File: src/hdl/srs_pkg.sv
// Shared types, codes and constants of the servo recipe sequencer.
package srs_pkg;

   localparam int unsigned DEF_RECIPE_DEPTH = 32;

   localparam int unsigned NUM_POS = 6;
   localparam logic [2:0] POS_MAX = 3'd5;

   localparam logic [7:0] DUTY_RESET [NUM_POS] = '{8'd2, 8'd3, 8'd4, 8'd5, 8'd6, 8'd7};
   localparam logic [7:0] TICKS_RESET = 8'd2;

   // Register indexes of the configuration port.
   localparam logic [2:0] CSR_DUTY_0 = 3'd0;
   localparam logic [2:0] CSR_DUTY_1 = 3'd1;
   localparam logic [2:0] CSR_DUTY_2 = 3'd2;
   localparam logic [2:0] CSR_DUTY_3 = 3'd3;
   localparam logic [2:0] CSR_DUTY_4 = 3'd4;
   localparam logic [2:0] CSR_DUTY_5 = 3'd5;
   localparam logic [2:0] CSR_TICKS  = 3'd6;

   // Recipe opcodes, bits 7..5 of a command word.
   localparam logic [2:0] OPC_END      = 3'd0;
   localparam logic [2:0] OPC_MOVE     = 3'd1;
   localparam logic [2:0] OPC_WAIT     = 3'd2;
   localparam logic [2:0] OPC_LOOP     = 3'd4;
   localparam logic [2:0] OPC_LOOP_END = 3'd5;

   // Reported run state codes.
   localparam logic [2:0] RS_INIT  = 3'd0;
   localparam logic [2:0] RS_RUN   = 3'd1;
   localparam logic [2:0] RS_PAUSE = 3'd2;
   localparam logic [2:0] RS_ERROR = 3'd3;
   localparam logic [2:0] RS_END   = 3'd4;

   typedef enum logic [2:0] {
      OP_TICK       = 3'd0,
      OP_LOAD       = 3'd1,
      OP_PAUSE      = 3'd2,
      OP_CONTINUE   = 3'd3,
      OP_BEGIN      = 3'd4,
      OP_STEP_LEFT  = 3'd5,
      OP_STEP_RIGHT = 3'd6
   } op_type;

   typedef enum logic [4:0] {
      MODE_INIT  = 5'b00001,
      MODE_RUN   = 5'b00010,
      MODE_PAUSE = 5'b00100,
      MODE_ERROR = 5'b01000,
      MODE_END   = 5'b10000
   } mode_type;

   typedef struct packed {
      logic [2:0] operation;
      logic [4:0] load_address;
      logic [7:0] load_word;
   } req_payload_type;

   typedef struct packed {
      logic [7:0] pwm_duty;
      logic [2:0] servo_position;
      logic [2:0] run_state;
      logic [4:0] recipe_step;
      logic       moving;
   } rsp_payload_type;

   typedef struct packed {
      logic [2:0] index;
      logic [7:0] data;
   } csr_payload_type;

   typedef struct packed {
      logic [NUM_POS-1:0][7:0] duty;
      logic [7:0]              ticks_per_step;
   } cfg_type;

   typedef struct packed {
      logic       en;
      logic [4:0] addr;
      logic [7:0] word;
   } store_wr_type;

   function automatic logic [2:0] encode_mode(input mode_type mode);
      logic [2:0] code;
      unique case (mode)
         MODE_INIT:  code = RS_INIT;
         MODE_RUN:   code = RS_RUN;
         MODE_PAUSE: code = RS_PAUSE;
         MODE_ERROR: code = RS_ERROR;
         MODE_END:   code = RS_END;
         default:    code = RS_INIT;
      endcase
      return code;
   endfunction

endpackage

File: src/hdl/srs_store.sv
// Recipe memory with a registered read port that always holds the word
// at the next step index.
module srs_store #(
   parameter int unsigned RECIPE_DEPTH = srs_pkg::DEF_RECIPE_DEPTH,
   localparam int unsigned IDX_W = $clog2(RECIPE_DEPTH)
) (
   input  logic                  clock,
   input  srs_pkg::store_wr_type wr,
   input  logic [IDX_W-1:0]      rd_idx,
   output logic [7:0]            rd_word
);

   logic [7:0]       recipe_ff [RECIPE_DEPTH];
   logic [7:0]       rd_word_ff;
   logic [IDX_W-1:0] wr_idx;

   assign wr_idx  = IDX_W'(wr.addr);
   assign rd_word = rd_word_ff;

   always_ff @(posedge clock) begin
      if (wr.en) begin
         recipe_ff[wr_idx] <= wr.word;
      end
   end

   // A word loaded at the address being fetched is forwarded directly.
   always_ff @(posedge clock) begin
      if (wr.en && (wr_idx == rd_idx)) begin
         rd_word_ff <= wr.word;
      end else begin
         rd_word_ff <= recipe_ff[rd_idx];
      end
   end

endmodule

File: config.mk
export PLATFORM = sky130hd
export DESIGN_NAME = srs_store
export DESIGN_NICKNAME = d
export VERILOG_FILES = /design/src/hdl/srs_pkg.sv /design/src/hdl/srs_store.sv
export SDC_FILE = /design/constraint.sdc
export NUM_CORES = 1
export LEC_CHECK = 0
export CORE_MARGIN = 8
export CORE_UTILIZATION = 59
export CTS_BUF_LIST = sky130_fd_sc_hd__clkbuf_8
export CTS_CLUSTER_DIAMETER = 120
export DETAILED_ROUTE_END_ITERATION = 6
export DONT_BUFFER_PORTS = 1
export GPL_TIMING_DRIVEN = 0
export HOLD_SLACK_MARGIN = 0.03
export PLACE_DENSITY = 0.85
export SLEW_MARGIN = 10
export SYNTH_ARGS = -nofsm -noshare
export SYNTH_HDL_FRONTEND = slang
export SYNTH_SLANG_ARGS = --single-unit
File: constraint.sdc
create_clock -name clock -period 2.5 [get_ports clock]
set_clock_uncertainty 0.2 [all_clocks]
set_input_delay 0.375 -clock clock [delete_from_list [all_inputs] [get_ports clock]]
set_output_delay 0.375 -clock clock [all_outputs]
set_load 0.01 [all_outputs]
==> flow_metrics.env, run 1 <==
export IMPL_grt_pass1_vias=4799
export IMPL_fin_ws_ns=-0.6623
export IMPL_rows=47
export IMPL_cap_viol_max_count=0
export IMPL_crit_path_start_kind="flip-flop"
export IMPL_synth_top_cells_by_count="edfxtp_1 (256), mux4_2 (80), nor2_1 (33), mux2_2 (8)"
export IMPL_arrival_ns=2.59
export IMPL_synth_top_cell_area_share_pct=76.93
export IMPL_worst_path_max_fanout=10
export IMPL_outcome="finished, violations left"
export IMPL_yosys_area_top_type="edfxtp_1"
export IMPL_drtIter0Drc=539
export IMPL_antenna_found_initial=0
export IMPL_largest_register_ffs=256
export IMPL_worstSetupPathType="flip-flop to primary output"
export IMPL_cts_sinks=261
export IMPL_synth_ff_type="edfxtp_1"
export IMPL_seqPwrFrac_pct=58.7
export IMPL_irDropWorstVdd_uv=660.7
export IMPL_finalHoldViolCount=0
export IMPL_setup_tns_ns=-5.164
export IMPL_pwr_share_comb_pct=6.0
export IMPL_cp_endpoint="rd_word[1]"
export IMPL_power_density_nw_per_um2=738.1
export IMPL_cts_tree="yes"
export IMPL_yosysMostFrequentCell="edfxtp_1"
export IMPL_routedWlPerCell_um=28.69
export IMPL_regMostFlops="recipe_ff"
export IMPL_cts_buffers=38
export IMPL_fmax_mhz=316.2
export IMPL_ant_nets=0
export IMPL_synthTopCellsByArea="edfxtp_1 (77%), mux4_2 (18%), nor2_1 (1.2%)"
export IMPL_leakagePower_uw=0.003551
export IMPL_period_share_pct=126.5
export IMPL_clockBufferDepth=3
export IMPL_pwr_share_clk_pct=35.3
export IMPL_fin_cells=716
export IMPL_met3_length_um=1810
export IMPL_top_layer_used="met4"
export IMPL_dieArea_um2=21360
export IMPL_die_width_um=146.1
export IMPL_core_area_um2=16580
export IMPL_antenna_cells=0
export IMPL_port_buffers=0
export IMPL_dr_wl_met2_um=10520
export IMPL_slew_headroom_pct=19.30
export IMPL_synth_net_count=434
export IMPL_worstPathRequired_ns=1.92
export IMPL_dp_slack_ns=-0.5241
export IMPL_ys_types=15
export IMPL_io_pins=28
export IMPL_routed_wl_um=20540
export IMPL_track_usage_pct=19.54
export IMPL_violations="setup timing"
export IMPL_async_reset_ff_share_pct=0
export IMPL_hold_class="input pin to flip-flop"
export IMPL_synth_seq_cells=261
export IMPL_drt_pass1_iterations=5
export IMPL_mappedNetlistArea_um2=9993
export IMPL_syn_to_final_growth_pct=12.67
export IMPL_dp_final_hpwl_um=12660
export IMPL_total_power_uw=8311
export IMPL_layout_nets=492
export IMPL_rsz0062_at_grt="yes"
export IMPL_synth_edf_count=256
export IMPL_grt_max_degree=33
export IMPL_clkTransAtPathRegs_ns=0.06
export IMPL_fin_crit_ns=3.162
export IMPL_ys_seq_area_share_pct=77.93
export IMPL_gr_total_overflow=0
export IMPL_syn_avg_cell_area_um2=24.14
export IMPL_final_max_slew_viol_count=0
export IMPL_grt_first_pass_wirelength_um=30390
export IMPL_biggestRegsByFlops="recipe_ff (256)"
export IMPL_viasPerCell=6.522
export IMPL_gp_congestion=0.7724
export IMPL_synth_cells=414
export IMPL_worst_pin_slew_ns=1.207
export IMPL_setup_violations=8
export IMPL_wl_met1_um=7436
export IMPL_via_count=4670
export IMPL_p_int_uw=6534
export IMPL_drive_gt1_share_pct=31.45
export IMPL_cts_root_buf="clkbuf_8"
export IMPL_drcViolationCount=0
export IMPL_start_util_pct=60.26
export IMPL_synth_warnings=0
export IMPL_cp_end_kind="primary output"
export IMPL_htree_levels=2
export IMPL_dpl_cell_count=634
export IMPL_swShare_pct=21.37
export IMPL_switching_power_uw=1776
export IMPL_die_y_um=146.1
==> how the worst min path moves through the flow <==
| stage | slack [ns] | from | end | depth (start not counted) |
|---|---|---|---|---|
| 6_report | 0.16 | wr[10] | recipe_ff[16][3] | 2 |
| 5_1_grt | 0.17 | wr[10] | recipe_ff[19][5] | 2 |
| 4_1_cts | 0.15 | wr[10] | recipe_ff[19][5] | 2 |
| 3_5_place_dp | 0.20 | rd_idx[0] | flip-flop | 0 |
| 3_3_place_gp | 0.20 | rd_idx[3] | flip-flop | 0 |
| 2_1_floorplan | 0.20 | rd_idx[0] | flip-flop | 0 |
==> repair_timing <==
item                                    in CTS  in global routing
gates resized for setup                     32                  0
hold buffers                                18                  0
endpoints found under the hold margin      261                  0
endpoints found under the setup margin       8                  8
buffers inserted                             1                  0
==> power by group through the flow <==
stage	logic [uW]	clock network, uW	registers, uW
finish	498	2930	4880
floorplan	276	0	4960
detailed placement	368	0	4970
CTS	495	2940	4880
global route	520	3130	4880
global placement	361	0	4960
==> cell usage in the layout (no fill, tap or decap) <==
master         Yosys  routed
clkbuf_8           0      39
dfxtp_2            0       2
mux4_2            80      80
clkinv_1           0       8
buf_1              6       2
or3b_2             3       3
mux2_4             0       6
clkinv_2           0       2
clkbuf_1           6       2
inv_1              0      14
nand2_1            1       1
or3_1              1       1
nand3b_1           5       5
buf_12             0      10
clkinvlp_4         0       1
nor2_1            33      33
dlygate4sd3_1      0      13
mux2_2             8       2
buf_4              6       3
clkbuf_4           0       3
edfxtp_1         256     256
buf_8              0       2
nand3_1            2       2
buf_2              1       3
dfxtp_1            5       3
==> area by class of cell <==
| cell class | count | area (um^2) |
|---|---|---|
| Timing Repair Buffer | 19 | 237.7 |
| Clock inverter | 25 | 100.1 |
| Tap cell | 220 | 275.3 |
| Clock buffer | 39 | 536.8 |
| Buffer | 19 | 197.7 |
| Fill cell | 962 | 5324 |
| Multi-Input combinational cell | 133 | 2122 |
| Sequential cell | 261 | 7790 |
==> logic make-up (layout without fill, tap and decap cells) <==
kind of cell / after synthesis / in the layout / synth area share, %
buffers and inverters: 20 / 102 / 1.064
DFF: 261 / 261 / 77.93
muxes: 88 / 88 / 18.93
and+or+nand+nor: 45 / 45 / 2.078
==> critical path, stage by stage (launching register included) <==
cell     delay (ns)
dfxtp_2        0.34
buf_12         0.15
buf_12         0.16
mux4_2         0.55
mux4_2         0.54
mux2_4         0.33
==> layer usage <==
metal	vias to the layer above	global-route usage (%)
met2	326	32.78
met1	2397	24.89
met3	56	3.183
li1	1891	-
met5	-	0
met4	0	8.707
==> through the flow <==
stage               hold slack [ns]  utilization, %  instance area, um^2
finish                       0.1587           67.90                11260
global route                 0.1722           67.90                11260
CTS                          0.1491           67.90                11260
detailed placement           0.2028           61.97                10280
global placement             0.2028           61.97                10280
floorplan                    0.2027               -                10000
No activity file was read; power rests on OpenSTA's default activity.
==> run 2, diff against run 1 <==
- SKIP_CTS_REPAIR_TIMING: unset -> 1
==> flow_metrics.env, run 2 (synthesis gave the netlist of run 1 again) <==
export IMPL_whs_ns=0.1866
export IMPL_cpPeakStageDelay_ns=0.58
export IMPL_crit_chain="buf_12 -> buf_12 -> mux4_2 -> mux4_2 -> mux2_4"
export IMPL_crit_path_start_kind="flip-flop"
export IMPL_syn_to_final_growth_pct=15.12
export IMPL_whs_endpoint="recipe_ff[31][2]"
export IMPL_antenna_found_initial=0
export IMPL_via_count=4853
export IMPL_worstPathRequired_ns=1.92
export IMPL_dpl_cell_count=634
export IMPL_rsz0062_at_grt="yes"
export IMPL_routed_wl_um=21990
export IMPL_total_power_uw=8369
export IMPL_cts_buffers=38
export IMPL_clockBufferDepth=3
export IMPL_violations="setup timing"
export IMPL_fin_crit_ns=3.214
export IMPL_crit_buf_inv=2
export IMPL_worst_path_max_fanout=10
export IMPL_cts_root_buf="clkbuf_8"
export IMPL_clkTransAtPathRegs_ns=0.07
export IMPL_whs_path_depth=2
export IMPL_period_share_pct=128.6
export IMPL_drtIter0Drc=560
export IMPL_viasPerCell=6.666
export IMPL_worst_pin_slew_ns=0.8617
export IMPL_core_area_um2=16580
export IMPL_fin_cells=728
export IMPL_drive_gt1_share_pct=33.07
export IMPL_outcome="finished, violations left"
export IMPL_io_pins=28
export IMPL_hold_class="input pin to flip-flop"
export IMPL_irDropWorstVdd_uv=642.0
export IMPL_layout_nets=504
export IMPL_cts_sinks=261
export IMPL_grt_first_pass_wirelength_um=28680
export IMPL_nFillCells=918
export IMPL_gp_congestion=0.7724
export IMPL_arrival_ns=2.64
export IMPL_final_cell_mix="edfxtp_1 (256), mux4_2 (80), clkbuf_8 (39)"
export IMPL_slew_headroom_pct=42.34
export IMPL_finalHoldViolCount=0
export IMPL_htree_levels=2
export IMPL_track_usage_pct=18.35
export IMPL_final_max_slew_viol_count=0
export IMPL_fin_ws_ns=-0.7144
export IMPL_port_buffers=0
export IMPL_grt_max_degree=33
export IMPL_worstSetupPathType="flip-flop to primary output"
export IMPL_routedWlPerCell_um=30.20
export IMPL_fmax_mhz=311.1
export IMPL_start_util_pct=60.26
export IMPL_cp_end_kind="primary output"
export IMPL_dieArea_um2=21360
export IMPL_rows=47
export IMPL_drcViolationCount=0
export IMPL_final_seq_area_um2=7792
export IMPL_crit_family="multiplexers"
export IMPL_drt_pass1_iterations=5
export IMPL_final_common_cell="edfxtp_1"
export IMPL_power_density_nw_per_um2=727.4
export IMPL_die_width_um=146.1
export IMPL_multiInputGateArea_um2=2130
export IMPL_largest_register_ffs=256
export IMPL_cap_viol_max_count=0
export IMPL_biggestRegsByFlops="recipe_ff (256)"
export IMPL_hp_start="wr[11]"
export IMPL_leakagePower_uw=0.003678
export IMPL_dp_slack_ns=-0.5241
export IMPL_ant_nets=0
export IMPL_critPathSlowestCell="mux4_2"
export IMPL_die_y_um=146.1
export IMPL_dp_final_hpwl_um=12660
export IMPL_gr_total_overflow=0
export IMPL_setup_violations=8
export IMPL_antenna_cells=0
export IMPL_cts_tree="yes"
export IMPL_grt_pass1_vias=4633
export IMPL_post_route_util_pct=69.38
export IMPL_regMostFlops="recipe_ff"
## run 2: changes by cell type in the layout (fill, tap and decap cells not counted), moves of 2 or more
cell / delta
clkbuf_2: +3
mux2_2: -2
buf_12: +5
buf_8: -2
clkbuf_16: +6
mux2_4: +2
## run 2: layout make-up
type / count / share of cell area (%)
well taps: 220 / 2.393
multi-input cells: 133 / 18.51
repair buffers: 31 / 4.089
clock inverters: 25 / 0.8700
plain buffers: 19 / 1.740
flip-flops and latches: 261 / 67.73
clock buffers: 39 / 4.666
## run 2: how the worst max path moves through the flow
stage                          from    endpoint  slack [ns]  depth (start not counted)
after floorplan           flip-flop  rd_word[0]        0.02                          5
after global placement    flip-flop  rd_word[1]       -0.49                          5
after detailed placement  flip-flop  rd_word[2]       -0.52                          5
after CTS                 flip-flop  rd_word[2]       -1.09                          5
after global routing      flip-flop  rd_word[6]       -0.77                          5
final                     flip-flop  rd_word[6]       -0.71                          5
## run 2: report_power, final
part           switching, uW  internal (uW)
Combinational            278            272
Sequential              21.2           4860
Clock                   1500           1440
Total                   1800           6570
## run 2: per-stage QoR
step                      area [um^2]  TNS (ns)
after CTS                       10910    -8.461
after global routing            11500    -5.839
final                           11500    -5.442
after floorplan                 10000         0
after global placement          10280    -3.758
after detailed placement        10280    -3.961
## run 2: metal layers
| layer | vias to the layer above | routed length (um) | GRT usage (%) | part of all wire (%) |
|---|---|---|---|---|
| li1 | 1918 | - | - | - |
| met1 | 2534 | 7657 | 23.16 | 35 |
| met2 | 352 | 11690 | 31.09 | 53 |
| met3 | 49 | 1931 | 3.585 | 8.8 |
| met4 | 0 | 705 | 7.007 | 3.2 |
| met5 | - | 0 | 0 | 0 |
