==> src/hdl/srs_pkg.sv <==
// Shared types, codes and constants of the servo recipe sequencer.
package srs_pkg;

   localparam int unsigned DEF_RECIPE_DEPTH = 32;

   localparam int unsigned NUM_POS = 6;
   localparam logic [2:0] POS_MAX = 3'd5;

   localparam logic [7:0] DUTY_RESET [NUM_POS] = '{8'd2, 8'd3, 8'd4, 8'd5, 8'd6, 8'd7};
   localparam logic [7:0] TICKS_RESET = 8'd2;

   // Register indexes of the configuration port.
   localparam logic [2:0] CSR_DUTY_0 = 3'd0;
   localparam logic [2:0] CSR_DUTY_1 = 3'd1;
   localparam logic [2:0] CSR_DUTY_2 = 3'd2;
   localparam logic [2:0] CSR_DUTY_3 = 3'd3;
   localparam logic [2:0] CSR_DUTY_4 = 3'd4;
   localparam logic [2:0] CSR_DUTY_5 = 3'd5;
   localparam logic [2:0] CSR_TICKS  = 3'd6;

   // Recipe opcodes, bits 7..5 of a command word.
   localparam logic [2:0] OPC_END      = 3'd0;
   localparam logic [2:0] OPC_MOVE     = 3'd1;
   localparam logic [2:0] OPC_WAIT     = 3'd2;
   localparam logic [2:0] OPC_LOOP     = 3'd4;
   localparam logic [2:0] OPC_LOOP_END = 3'd5;

   // Reported run state codes.
   localparam logic [2:0] RS_INIT  = 3'd0;
   localparam logic [2:0] RS_RUN   = 3'd1;
   localparam logic [2:0] RS_PAUSE = 3'd2;
   localparam logic [2:0] RS_ERROR = 3'd3;
   localparam logic [2:0] RS_END   = 3'd4;

   typedef enum logic [2:0] {
      OP_TICK       = 3'd0,
      OP_LOAD       = 3'd1,
      OP_PAUSE      = 3'd2,
      OP_CONTINUE   = 3'd3,
      OP_BEGIN      = 3'd4,
      OP_STEP_LEFT  = 3'd5,
      OP_STEP_RIGHT = 3'd6
   } op_type;

   typedef enum logic [4:0] {
      MODE_INIT  = 5'b00001,
      MODE_RUN   = 5'b00010,
      MODE_PAUSE = 5'b00100,
      MODE_ERROR = 5'b01000,
      MODE_END   = 5'b10000
   } mode_type;

   typedef struct packed {
      logic [2:0] operation;
      logic [4:0] load_address;
      logic [7:0] load_word;
   } req_payload_type;

   typedef struct packed {
      logic [7:0] pwm_duty;
      logic [2:0] servo_position;
      logic [2:0] run_state;
      logic [4:0] recipe_step;
      logic       moving;
   } rsp_payload_type;

   typedef struct packed {
      logic [2:0] index;
      logic [7:0] data;
   } csr_payload_type;

   typedef struct packed {
      logic [NUM_POS-1:0][7:0] duty;
      logic [7:0]              ticks_per_step;
   } cfg_type;

   typedef struct packed {
      logic       en;
      logic [4:0] addr;
      logic [7:0] word;
   } store_wr_type;

   function automatic logic [2:0] encode_mode(input mode_type mode);
      logic [2:0] code;
      unique case (mode)
         MODE_INIT:  code = RS_INIT;
         MODE_RUN:   code = RS_RUN;
         MODE_PAUSE: code = RS_PAUSE;
         MODE_ERROR: code = RS_ERROR;
         MODE_END:   code = RS_END;
         default:    code = RS_INIT;
      endcase
      return code;
   endfunction

endpackage

==> src/hdl/srs_core.sv <==
// Sequencer state and the single-pass update for one accepted item.
module srs_core #(
   parameter int unsigned RECIPE_DEPTH = srs_pkg::DEF_RECIPE_DEPTH,
   localparam int unsigned IDX_W = $clog2(RECIPE_DEPTH),
   localparam int unsigned STEP_W = $clog2(RECIPE_DEPTH + 1)
) (
   input  logic                     clock,
   input  logic                     reset,
   input  logic                     accept,
   input  srs_pkg::req_payload_type req,
   input  srs_pkg::cfg_type         cfg,
   input  logic [7:0]               word,
   output srs_pkg::store_wr_type    wr,
   output logic [IDX_W-1:0]         rd_idx,
   output srs_pkg::rsp_payload_type result
);

   srs_pkg::mode_type mode_ff, mode_in;
   logic [2:0]        pos_ff, pos_in;
   logic [STEP_W-1:0] step_ff, step_in;
   logic [4:0]        rem_ff, rem_in;
   logic [IDX_W-1:0]  org_ff, org_in;
   logic [10:0]       timer_ff, timer_in;

   logic              at_end;
   logic [2:0]        opc;
   logic [4:0]        param;
   logic [2:0]        travel;
   logic [10:0]       move_time;
   logic [STEP_W-1:0] base;

   // An index past the store end executes as an end word.
   assign at_end = (step_ff == STEP_W'(RECIPE_DEPTH));
   assign opc    = at_end ? srs_pkg::OPC_END : word[7:5];
   assign param  = word[4:0];

   assign travel    = (param[2:0] >= pos_ff) ? (param[2:0] - pos_ff) : (pos_ff - param[2:0]);
   assign move_time = 11'(travel) * 11'(cfg.ticks_per_step);

   always_comb begin
      mode_in  = mode_ff;
      pos_in   = pos_ff;
      step_in  = step_ff;
      rem_in   = rem_ff;
      org_in   = org_ff;
      timer_in = timer_ff;
      base     = step_ff;
      wr.en    = 1'b0;
      wr.addr  = req.load_address;
      wr.word  = req.load_word;
      if (accept) begin
         unique case (req.operation)
            srs_pkg::OP_TICK: begin
               if (mode_ff == srs_pkg::MODE_RUN) begin
                  if (timer_ff != 11'd0) begin
                     timer_in = timer_ff - 11'd1;
                  end else begin
                     unique case (opc)
                        srs_pkg::OPC_MOVE: begin
                           if (param > 5'(srs_pkg::POS_MAX)) begin
                              mode_in = srs_pkg::MODE_ERROR;
                           end else begin
                              timer_in = move_time;
                              pos_in   = param[2:0];
                           end
                        end
                        srs_pkg::OPC_WAIT: begin
                        end
                        srs_pkg::OPC_LOOP: begin
                           rem_in = param;
                           org_in = step_ff[IDX_W-1:0];
                        end
                        srs_pkg::OPC_LOOP_END: begin
                           if (rem_ff != 5'd0) begin
                              base   = STEP_W'(org_ff);
                              rem_in = rem_ff - 5'd1;
                           end
                        end
                        srs_pkg::OPC_END: begin
                           mode_in = srs_pkg::MODE_END;
                           base    = '0;
                        end
                        default: begin
                        end
                     endcase
                     step_in = (mode_in == srs_pkg::MODE_RUN) ? (base + STEP_W'(1)) : base;
                  end
               end
            end
            srs_pkg::OP_LOAD: begin
               wr.en = (int'(req.load_address) < RECIPE_DEPTH);
            end
            srs_pkg::OP_PAUSE: begin
               if (mode_ff == srs_pkg::MODE_RUN) begin
                  mode_in = srs_pkg::MODE_PAUSE;
               end
            end
            srs_pkg::OP_CONTINUE: begin
               if (mode_ff == srs_pkg::MODE_PAUSE || mode_ff == srs_pkg::MODE_INIT) begin
                  mode_in = srs_pkg::MODE_RUN;
               end
            end
            srs_pkg::OP_BEGIN: begin
               mode_in = srs_pkg::MODE_RUN;
            end
            srs_pkg::OP_STEP_LEFT: begin
               if (mode_ff == srs_pkg::MODE_PAUSE && pos_ff < srs_pkg::POS_MAX) begin
                  pos_in = pos_ff + 3'd1;
               end
            end
            srs_pkg::OP_STEP_RIGHT: begin
               if (mode_ff == srs_pkg::MODE_PAUSE && pos_ff != 3'd0) begin
                  pos_in = pos_ff - 3'd1;
               end
            end
            default: begin
            end
         endcase
      end
   end

   // The store prefetches the word at the index that the next item will see.
   assign rd_idx = reset ? '0 : step_in[IDX_W-1:0];

   always_comb begin
      result.pwm_duty       = cfg.duty[pos_in];
      result.servo_position = pos_in;
      result.run_state      = srs_pkg::encode_mode(mode_in);
      result.recipe_step    = 5'(step_in);
      result.moving         = (timer_in != 11'd0);
   end

   always_ff @(posedge clock) begin
      if (reset) begin
         mode_ff  <= srs_pkg::MODE_INIT;
         pos_ff   <= 3'd0;
         step_ff  <= '0;
         rem_ff   <= 5'd0;
         org_ff   <= '0;
         timer_ff <= 11'd0;
      end else begin
         mode_ff  <= mode_in;
         pos_ff   <= pos_in;
         step_ff  <= step_in;
         rem_ff   <= rem_in;
         org_ff   <= org_in;
         timer_ff <= timer_in;
      end
   end

`ifndef SYNTH
   a_pos_range: assert property (@(posedge clock) disable iff (reset)
      pos_ff <= srs_pkg::POS_MAX)
      else $error("servo position out of range");

   a_step_range: assert property (@(posedge clock) disable iff (reset)
      step_ff <= STEP_W'(RECIPE_DEPTH))
      else $error("step index past store end");

   a_timer_mode: assert property (@(posedge clock) disable iff (reset)
      timer_ff != 11'd0 |-> (mode_ff == srs_pkg::MODE_RUN || mode_ff == srs_pkg::MODE_PAUSE))
      else $error("move timer running outside run or pause");

   a_end_rewinds: assert property (@(posedge clock) disable iff (reset)
      mode_ff == srs_pkg::MODE_END |-> step_ff == '0)
      else $error("recipe end without index rewind");

   a_timer_count: assert property (@(posedge clock) disable iff (reset)
      (accept && req.operation == srs_pkg::OP_TICK && mode_ff == srs_pkg::MODE_RUN
       && timer_ff != 11'd0) |=> timer_ff == $past(timer_ff) - 11'd1)
      else $error("move timer did not count down on a tick");
`endif

endmodule

==> config.mk <==
export PLATFORM = sky130hd
export DESIGN_NAME = srs_core
export DESIGN_NICKNAME = d
export VERILOG_FILES = /design/src/hdl/srs_pkg.sv /design/src/hdl/srs_core.sv
export SDC_FILE = /design/constraint.sdc
export NUM_CORES = 1
export LEC_CHECK = 0
export CORE_ASPECT_RATIO = 0.5
export CORE_MARGIN = 3
export CORE_UTILIZATION = 65
export CTS_CLUSTER_DIAMETER = 120
export DETAILED_ROUTE_END_ITERATION = 8
export DONT_BUFFER_PORTS = 1
export PLACE_DENSITY = 0.81
export SLEW_MARGIN = 5
export SYNTH_ARGS = -nofsm -noshare
export SYNTH_HDL_FRONTEND = slang
export SYNTH_SLANG_ARGS = --single-unit
==> constraint.sdc <==
create_clock -name clock -period 11.4 [get_ports clock]
set_input_delay 1.71 -clock clock [delete_from_list [all_inputs] [get_ports clock]]
set_output_delay 1.71 -clock clock [all_outputs]
set_load 0.1 [all_outputs]
==> results.sh, run 1 <==
export IMPL_rows=20
export IMPL_worst_ep_arrival_time_ps=6530
export IMPL_met2WireLength_mm=5.13
export IMPL_hpwl_mm=8.59
export IMPL_source_to_sink_clock_delay_at_the_later_pin_of_the_worst_skew_pair_ps=280
export IMPL_placedCellCount=614
export IMPL_final_cells=622
export IMPL_unrepaired_setup_endpoints_after_global_routing="no"
export IMPL_total_vias_in_the_final_route=4158
export IMPL_switching_share_pct=33.4
export IMPL_synth_top_area_share_pct=16.4
export IMPL_cts_sinks=35
export IMPL_synth_seq_area_share_pct=16.4
export IMPL_core_region_area_um2=6210
export IMPL_ys_types=78
export IMPL_drt_vias_per_instance=6.68
export IMPL_clock_tree_from_tritoncts="yes"
export IMPL_post_cts_setup_buffers=0
export IMPL_antenna_left=0
export IMPL_final_max_slew_viol_count=0
export IMPL_design_portCount=122
export IMPL_switchingPower_mw=0.120
export IMPL_count_of_tritonroute_iterations_in_the_first_routing_pass=5
export IMPL_worst_ep_required_time_ps=9690
export IMPL_worst_clock_skew_ps=5.79
export IMPL_initial_antenna_violation_count=0
export IMPL_postCtsResizedCells=0
export IMPL_route_met3_wl_um=979
export IMPL_worstPathCellList="inv_1 > ha_1 > o21ai_0 > nand2b_1 > a21o_1 > mux2i_1 > xnor2_1 > nand2_1 > fa_1 > inv_1 > ha_1 > a211oi_1 > o21ai_0 > a211oi_1 > or4_1 > nand3_1 > nor4_1 > nand3_1"
export IMPL_syn_inst=549
export IMPL_worst_r2r_setup_slack_ps=6880
export IMPL_port_buffers=0
export IMPL_worstMarginPinSlew_ps=1200
export IMPL_htree_levels=2
export IMPL_layout_worst_path_cycle_share_pct=72.2
export IMPL_clk_pin_slew_worst_paths_ps=60
export IMPL_groute_usage_overall_pct=29.1
export IMPL_maxCapViolCount=0
export IMPL_total_power_mw=0.360
export IMPL_hp_start="rem_ff[4]$_SDFFE_PP0P_"
export IMPL_worstSetupStartpointType="input port"
export IMPL_internal_power_mw=0.240
export IMPL_initial_core_util_pct=68.7
export IMPL_comb_power_share_pct=27.7
export IMPL_synth_area_leaders="sky130_fd_sc_hd__dfxtp_1 16%, sky130_fd_sc_hd__mux2i_1 7.0%, sky130_fd_sc_hd__ha_1 6.2%"
export IMPL_fp_dieArea_um2=7620
export IMPL_post_synth_top_count_cell="sky130_fd_sc_hd__nand2_1"
export IMPL_ys_flop_type="sky130_fd_sc_hd__dfxtp_1"
export IMPL_timing_setup_tns_ps=0
export IMPL_met1_length_mm=4.85
export IMPL_cellPowerDensity_nw_per_um2=80.4
export IMPL_synth_common_cells="57 x sky130_fd_sc_hd__nand2_1, 48 x sky130_fd_sc_hd__o21ai_0, 36 x sky130_fd_sc_hd__inv_1, 36 x sky130_fd_sc_hd__nor2_1, 35 x sky130_fd_sc_hd__dfxtp_1"
export IMPL_route_top_layer_used="met4"
export IMPL_cp_slowest_stage_delay_ps=820
export IMPL_critPathBufInv=2
export IMPL_fraction_of_layout_instances_using_a_drive_strength_above_1_pct=12.7
export IMPL_synth_area_um2=4260
export IMPL_yosysTopAreaCell="sky130_fd_sc_hd__dfxtp_1"
export IMPL_signed_area_change_from_the_synthesized_netlist_to_the_final_layout_pct=5.20
export IMPL_synth_avg_cell_area_um2=7.76
export IMPL_chip_height_um=63.3
export IMPL_dr_first_iter_drc_count=513
export IMPL_startpoint_of_the_worst_setup_timing_path="word[0]"
export IMPL_via_count_of_the_first_global_routing_pass=3816
export IMPL_final_hold_viol_count=0
export IMPL_timing_critical_path_slowest_stage_cell="sky130_fd_sc_hd__nand3_1"
export IMPL_hold_class="reg2reg"
export IMPL_proportion_of_register_bits_with_asynchronous_set_or_reset_after_synthesis_pct=0
export IMPL_yosys_warnings=0
export IMPL_critPathTopFamily="simple AND/OR/NAND/NOR gates"
export IMPL_p_seq_share_pct=34.5
export IMPL_grt_max_degree=41
export IMPL_cts_hold_repair_buffers=0
export IMPL_drcViolationCount=0
export IMPL_finish_net_count=646
export IMPL_postSynthNetCount=662
export IMPL_outcome="finished, final reports clean"
export IMPL_crit_type="in2out"
export IMPL_max_slew_margin_rel_pct=19.8
export IMPL_cts_buffers=5
export IMPL_timing_final_setup_violations=0
export IMPL_final_min_period_ps=8240
export IMPL_routed_wire_length_per_instance_um=17.8
export IMPL_antenna_diode_count=0
export IMPL_utilization_pct=72.2
export IMPL_grt_first_pass_wirelength_mm=18.3
export IMPL_die_w_um=121
export IMPL_peakVddDrop_uv=49.5
export IMPL_ys_seq_elements=35
export IMPL_timing_hold_ws_ps=462
export IMPL_routed_wl_mm=11.1
export IMPL_grt_ovfl_total=0
export IMPL_clkPwrFrac_pct=37.8
export IMPL_cts_root_to_sink_buffers=2
export IMPL_critical_path_peak_fanout=9
export IMPL_end_kind="primary output"
export IMPL_worstReg2RegStart="pos_ff[2]$_SDFF_PP0_"
export IMPL_clock_root_buffer="sky130_fd_sc_hd__clkbuf_16"
export IMPL_total_leakage_power_nw=1.81
export IMPL_maxClockFrequency_mhz=121
export IMPL_edff_count_synth=0
export IMPL_place_congestion=0.992
==> cell families after synthesis <==
logic type               synth area share, %
AND/OR/NAND/NOR                         27.4
AO/OA/AOI/OAI                           26.5
buffers and inverters                   9.69
flip-flops                              16.4
multiplexers                            7.31
adder cells (fa/ha/maj)                 10.4
XOR/XNOR                                2.26
==> routing by layer <==
layer  track usage [%]  up-vias
met1              39.6     1951
li1                  -     1991
met5                 0        -
met4              6.92        0
met3              7.71       15
met2              46.1      201
==> area by class of cell <==
cell class                      count  area, um2
Multi-Input combinational cell    438       3220
Tap cell                           88        110
Inverter                           36        135
Fill cell                         493       1720
Clock inverter                      2       12.5
Clock buffer                        6        129
Sequential cell                    35        701
Timing Repair Buffer               17        180
==> power groups by stage <==
stage	clock network (mW)	registers [mW]	logic [mW]
3_5_place_dp	0	0.127	0.0983
2_1_floorplan	0	0.127	0.104
3_3_place_gp	0	0.127	0.0957
6_report	0.136	0.124	0.100
5_1_grt	0.142	0.124	0.109
4_1_cts	0.135	0.124	0.0992
==> worst register-to-register path: cells and delay by family (launching register included) <==
kind	cells	cell delay (ps)
AO/OA/AOI/OAI	5	1130
flip-flops	1	730
buffers and inverters	2	230
multiplexers	1	140
AND/OR/NAND/NOR	3	480
adder cells (fa/ha/maj)	3	1250
XOR/XNOR	1	510
==> final timing paths <==
kind | end | cells past startpoint
max | result[0] | 18
min | rem_ff[4]$_SDFFE_PP0P_ | 2
max reg2reg | timer_ff[8]$_SDFF_PP0_ | 15
min reg2reg | rem_ff[4]$_SDFFE_PP0P_ | 2
==> through the flow <==
stage | area (um2) | setup WS [ps]
6_report | 4480 | 3160
5_1_grt | 4480 | 2730
4_1_cts | 4480 | 3140
3_5_place_dp | 4340 | 3150
3_3_place_gp | 4340 | 3330
2_1_floorplan | 4260 | 2850
==> flip-flops by register name, summed over array words and instances, names as in the netlist <==
signal and cells:
rem_ff 5, pos_ff 3, step_ff 6, mode_ff 5, timer_ff 11, org_ff 5
==> placed cells by master (no fill, tap or decap), drive strengths merged, types with 8 or more instances in the layout <==
cell      n
a21oi    21
clkbuf    9
ha       21
nand3    18
buf      14
nand2b   11
o221ai    8
o2111ai  10
o21ai    51
a31oi     8
nand2    57
a2111oi   8
nor2b    20
dfxtp    35
and2      9
nor4      9
inv      36
fa        9
nor3     11
nor2     37
mux2i    30
Power figures use the tool's default switching activity.
==> run 2: changes to the inputs <==
--- a/config.mk
+++ b/config.mk
@@ -5,6 +5,7 @@
 export SDC_FILE = /design/constraint.sdc
 export NUM_CORES = 1
 export LEC_CHECK = 0
+export ABC_AREA = 1
 export CORE_ASPECT_RATIO = 0.5
 export CORE_MARGIN = 3
 export CORE_UTILIZATION = 65
==> constraint.sdc (replaced) <==
create_clock -name clock -period 8.31 [get_ports clock]
set_input_delay 1.2465 -clock clock [delete_from_list [all_inputs] [get_ports clock]]
set_output_delay 1.2465 -clock clock [all_outputs]
set_load 0.1 [all_outputs]
==> run 2 against run 1 <==
Effect of this change:
- synthesized cell count up 32%
- clock skew up 4.8 ps
- combinational power up 89%
- count of clock-buffer cells in the layout shrank 1
==> results.sh, run 2 <==
export IMPL_rows=20
export IMPL_postSynthNetCount=840
export IMPL_postCtsResizedCells=0
export IMPL_yosysTopAreaCell="sky130_fd_sc_hd__nand2_1"
export IMPL_place_congestion=0.918
export IMPL_switchingPower_mw=0.219
export IMPL_cts_sinks=35
export IMPL_dr_first_iter_drc_count=319
export IMPL_peakVddDrop_uv=78.2
export IMPL_critical_path_peak_fanout=5
export IMPL_finish_net_count=826
export IMPL_initial_antenna_violation_count=0
export IMPL_worst_clock_skew_ps=10.6
export IMPL_total_vias_in_the_final_route=4418
export IMPL_final_min_period_ps=6570
export IMPL_p_seq_share_pct=29.3
export IMPL_r2r_worst_path_depth=20
export IMPL_worstReg2RegStart="pos_ff[1]$_SDFF_PP0_"
export IMPL_end_kind="primary output"
export IMPL_synth_avg_cell_area_um2=5.92
export IMPL_hpwl_mm=8.55
export IMPL_drt_vias_per_instance=5.51
export IMPL_fraction_of_layout_instances_using_a_drive_strength_above_1_pct=9.94
export IMPL_worstSetupStartpointType="input port"
export IMPL_initial_core_util_pct=69.0
export IMPL_clkPwrFrac_pct=38.1
export IMPL_synth_area_leaders="sky130_fd_sc_hd__nand2_1 17%, sky130_fd_sc_hd__dfxtp_1 16%, sky130_fd_sc_hd__inv_1 9.4%"
export IMPL_fin_area_um2=4460
export IMPL_layout_cells_most_common="sky130_fd_sc_hd__nand2_1"
export IMPL_post_synth_top_count_cell="sky130_fd_sc_hd__nand2_1"
export IMPL_final_hold_viol_count=0
export IMPL_clock_tree_from_tritoncts="yes"
export IMPL_cts_buffers=5
export IMPL_cts_hold_repair_buffers=0
export IMPL_timing_final_setup_violations=0
export IMPL_outcome="finished, final reports clean"
export IMPL_max_slew_margin_rel_pct=17.8
export IMPL_port_buffers=0
export IMPL_worst_ep_required_time_ps=7060
export IMPL_multi_input_area_um2=3000
export IMPL_die_w_um=121
export IMPL_top_register="timer_ff"
export IMPL_grt_ovfl_total=0
export IMPL_reg_top3="timer_ff x11, step_ff x6"
export IMPL_routed_wl_mm=11.0
export IMPL_source_to_sink_clock_delay_at_the_later_pin_of_the_worst_skew_pair_ps=290
export IMPL_proportion_of_register_bits_with_asynchronous_set_or_reset_after_synthesis_pct=0
export IMPL_clk_pin_slew_worst_paths_ps=60
export IMPL_synth_top_area_share_pct=16.9
export IMPL_commonest_non_fill_non_tap_cells_in_the_layout="194 x sky130_fd_sc_hd__nand2_1, 108 x sky130_fd_sc_hd__inv_1, 77 x sky130_fd_sc_hd__nor2_1"
export IMPL_final_max_slew_viol_count=0
export IMPL_hp_start="rem_ff[4]$_SDFFE_PP0P_"
export IMPL_placed_cell_area_um2=4290
export IMPL_maxCapViolCount=0
export IMPL_htree_levels=2
export IMPL_timing_setup_tns_ps=0
export IMPL_antenna_diode_count=0
export IMPL_chip_height_um=63.5
export IMPL_worstMarginPinSlew_ps=1230
export IMPL_clock_root_buffer="sky130_fd_sc_hd__clkbuf_16"
export IMPL_cts_root_to_sink_buffers=2
export IMPL_worst_ep_arrival_time_ps=5330
export IMPL_ys_seq_elements=35
export IMPL_filler_cell_count=532
export IMPL_ys_flop_type="sky130_fd_sc_hd__dfxtp_1"
export IMPL_core_region_area_um2=6230
export IMPL_fp_dieArea_um2=7690
export IMPL_count_of_tritonroute_iterations_in_the_first_routing_pass=5
export IMPL_synth_common_cells="194 x sky130_fd_sc_hd__nand2_1, 108 x sky130_fd_sc_hd__inv_1, 80 x sky130_fd_sc_hd__nor2_1"
export IMPL_comb_power_share_pct=32.5
export IMPL_antenna_left=0
export IMPL_yosys_warnings=0
export IMPL_crit_type="in2out"
export IMPL_hold_class="reg2reg"
export IMPL_maxClockFrequency_mhz=152
export IMPL_groute_usage_overall_pct=29.1
export IMPL_ys_types=44
export IMPL_grt_max_degree=32
export IMPL_synth_seq_area_share_pct=16.3
export IMPL_reg2reg_to="timer_ff[6]$_SDFF_PP0_"
export IMPL_startpoint_of_the_worst_setup_timing_path="word[1]"
export IMPL_total_leakage_power_nw=2.36
export IMPL_worst_r2r_setup_slack_ps=4230
export IMPL_grt_first_pass_wirelength_mm=18.6
export IMPL_routed_wire_length_per_instance_um=13.7
export IMPL_edff_count_synth=0
export IMPL_internal_power_mw=0.363
export IMPL_signed_area_change_from_the_synthesized_netlist_to_the_final_layout_pct=3.75
export IMPL_switching_share_pct=37.6
export IMPL_cellPowerDensity_nw_per_um2=130
export IMPL_via_count_of_the_first_global_routing_pass=4106
export IMPL_drcViolationCount=0
export IMPL_syn_inst=727
export IMPL_design_portCount=122
export IMPL_endpoint="result[0]"
export IMPL_post_cts_setup_buffers=0
export IMPL_seqCellArea_um2=701
export IMPL_largest_reg_flops=11
export IMPL_layout_worst_path_cycle_share_pct=79.1
export IMPL_unrepaired_setup_endpoints_after_global_routing="no"
export IMPL_synth_area_um2=4300
-- run 2: cell type report --
cell class	instances	share of cell area (%)
Sequential cell	35	15.7
Multi-Input combinational cell	548	67.2
Clock inverter	3	0.981
Inverter	122	10.3
Timing Repair Buffer	1	0.561
Tap cell	88	2.47
Clock buffer	5	2.80
-- run 2: worst min path at each step --
stage                                         to  cells after the start
after floorplan           rem_ff[4]$_SDFFE_PP0P_                      2
after global placement    rem_ff[4]$_SDFFE_PP0P_                      2
after detailed placement  rem_ff[4]$_SDFFE_PP0P_                      2
after CTS                 rem_ff[4]$_SDFFE_PP0P_                      2
after global routing      org_ff[3]$_SDFFE_PP0P_                      2
final                     rem_ff[4]$_SDFFE_PP0P_                      2
-- run 2: cells by family (layout without fill, tap and decap cells) --
family	after synthesis	count (layout)	synth area share (%)
and+or+nand+nor	413	413	44.4
buffers and inverters	144	131	14.7
AOI/OAI and AO/OA	95	95	12.2
DFF	35	35	16.3
adders and majority gates	30	30	10.3
xor gates and xnor gates	9	9	1.83
muxes	1	1	0.262
-- run 2: worst max-delay path, stage by stage --
cell and delay, ps:
sky130_fd_sc_hd__inv_1 60, sky130_fd_sc_hd__ha_1 310, sky130_fd_sc_hd__nand3_1 80, sky130_fd_sc_hd__nand3_1 140, sky130_fd_sc_hd__mux2_2 360, sky130_fd_sc_hd__xor2_1 290, sky130_fd_sc_hd__nor2_1 110, sky130_fd_sc_hd__fa_1 550
sky130_fd_sc_hd__ha_1 170, sky130_fd_sc_hd__inv_1 50, sky130_fd_sc_hd__fa_1 390, sky130_fd_sc_hd__inv_1 90, sky130_fd_sc_hd__nand4_1 120, sky130_fd_sc_hd__nand4_1 110, sky130_fd_sc_hd__nand3_1 80, sky130_fd_sc_hd__a21oi_1 210
sky130_fd_sc_hd__nand2_1 80, sky130_fd_sc_hd__nor2_1 130, sky130_fd_sc_hd__nand3_1 780
-- run 2: per-stage QoR --
step	std cells	power (mW)	utilization (%)	worst slack (ps)	hold WS, ps
3_5_place_dp	794	0.362	68.9	1790	462
5_1_grt	802	0.613	71.6	1400	512
3_3_place_gp	794	0.359	68.9	1880	456
6_report	802	0.582	71.6	1740	480
4_1_cts	802	0.580	71.6	1760	469
2_1_floorplan	727	0.364	-	2070	444
-- run 2: power groups by stage --
stage,clock network [mW],registers [mW],logic (mW)
6_report,0.222,0.171,0.189
5_1_grt,0.230,0.171,0.213
3_5_place_dp,0,0.174,0.187
2_1_floorplan,0,0.174,0.190
3_3_place_gp,0,0.174,0.185
4_1_cts,0.221,0.171,0.189
-- run 2: metal layers --
layer / track usage (%) / part of all wire (%)
met1: 39.0 / 46
met2: 47.9 / 45
met3: 5.29 / 8.2
met4: 8.19 / 1.3
met5: 0 / 0
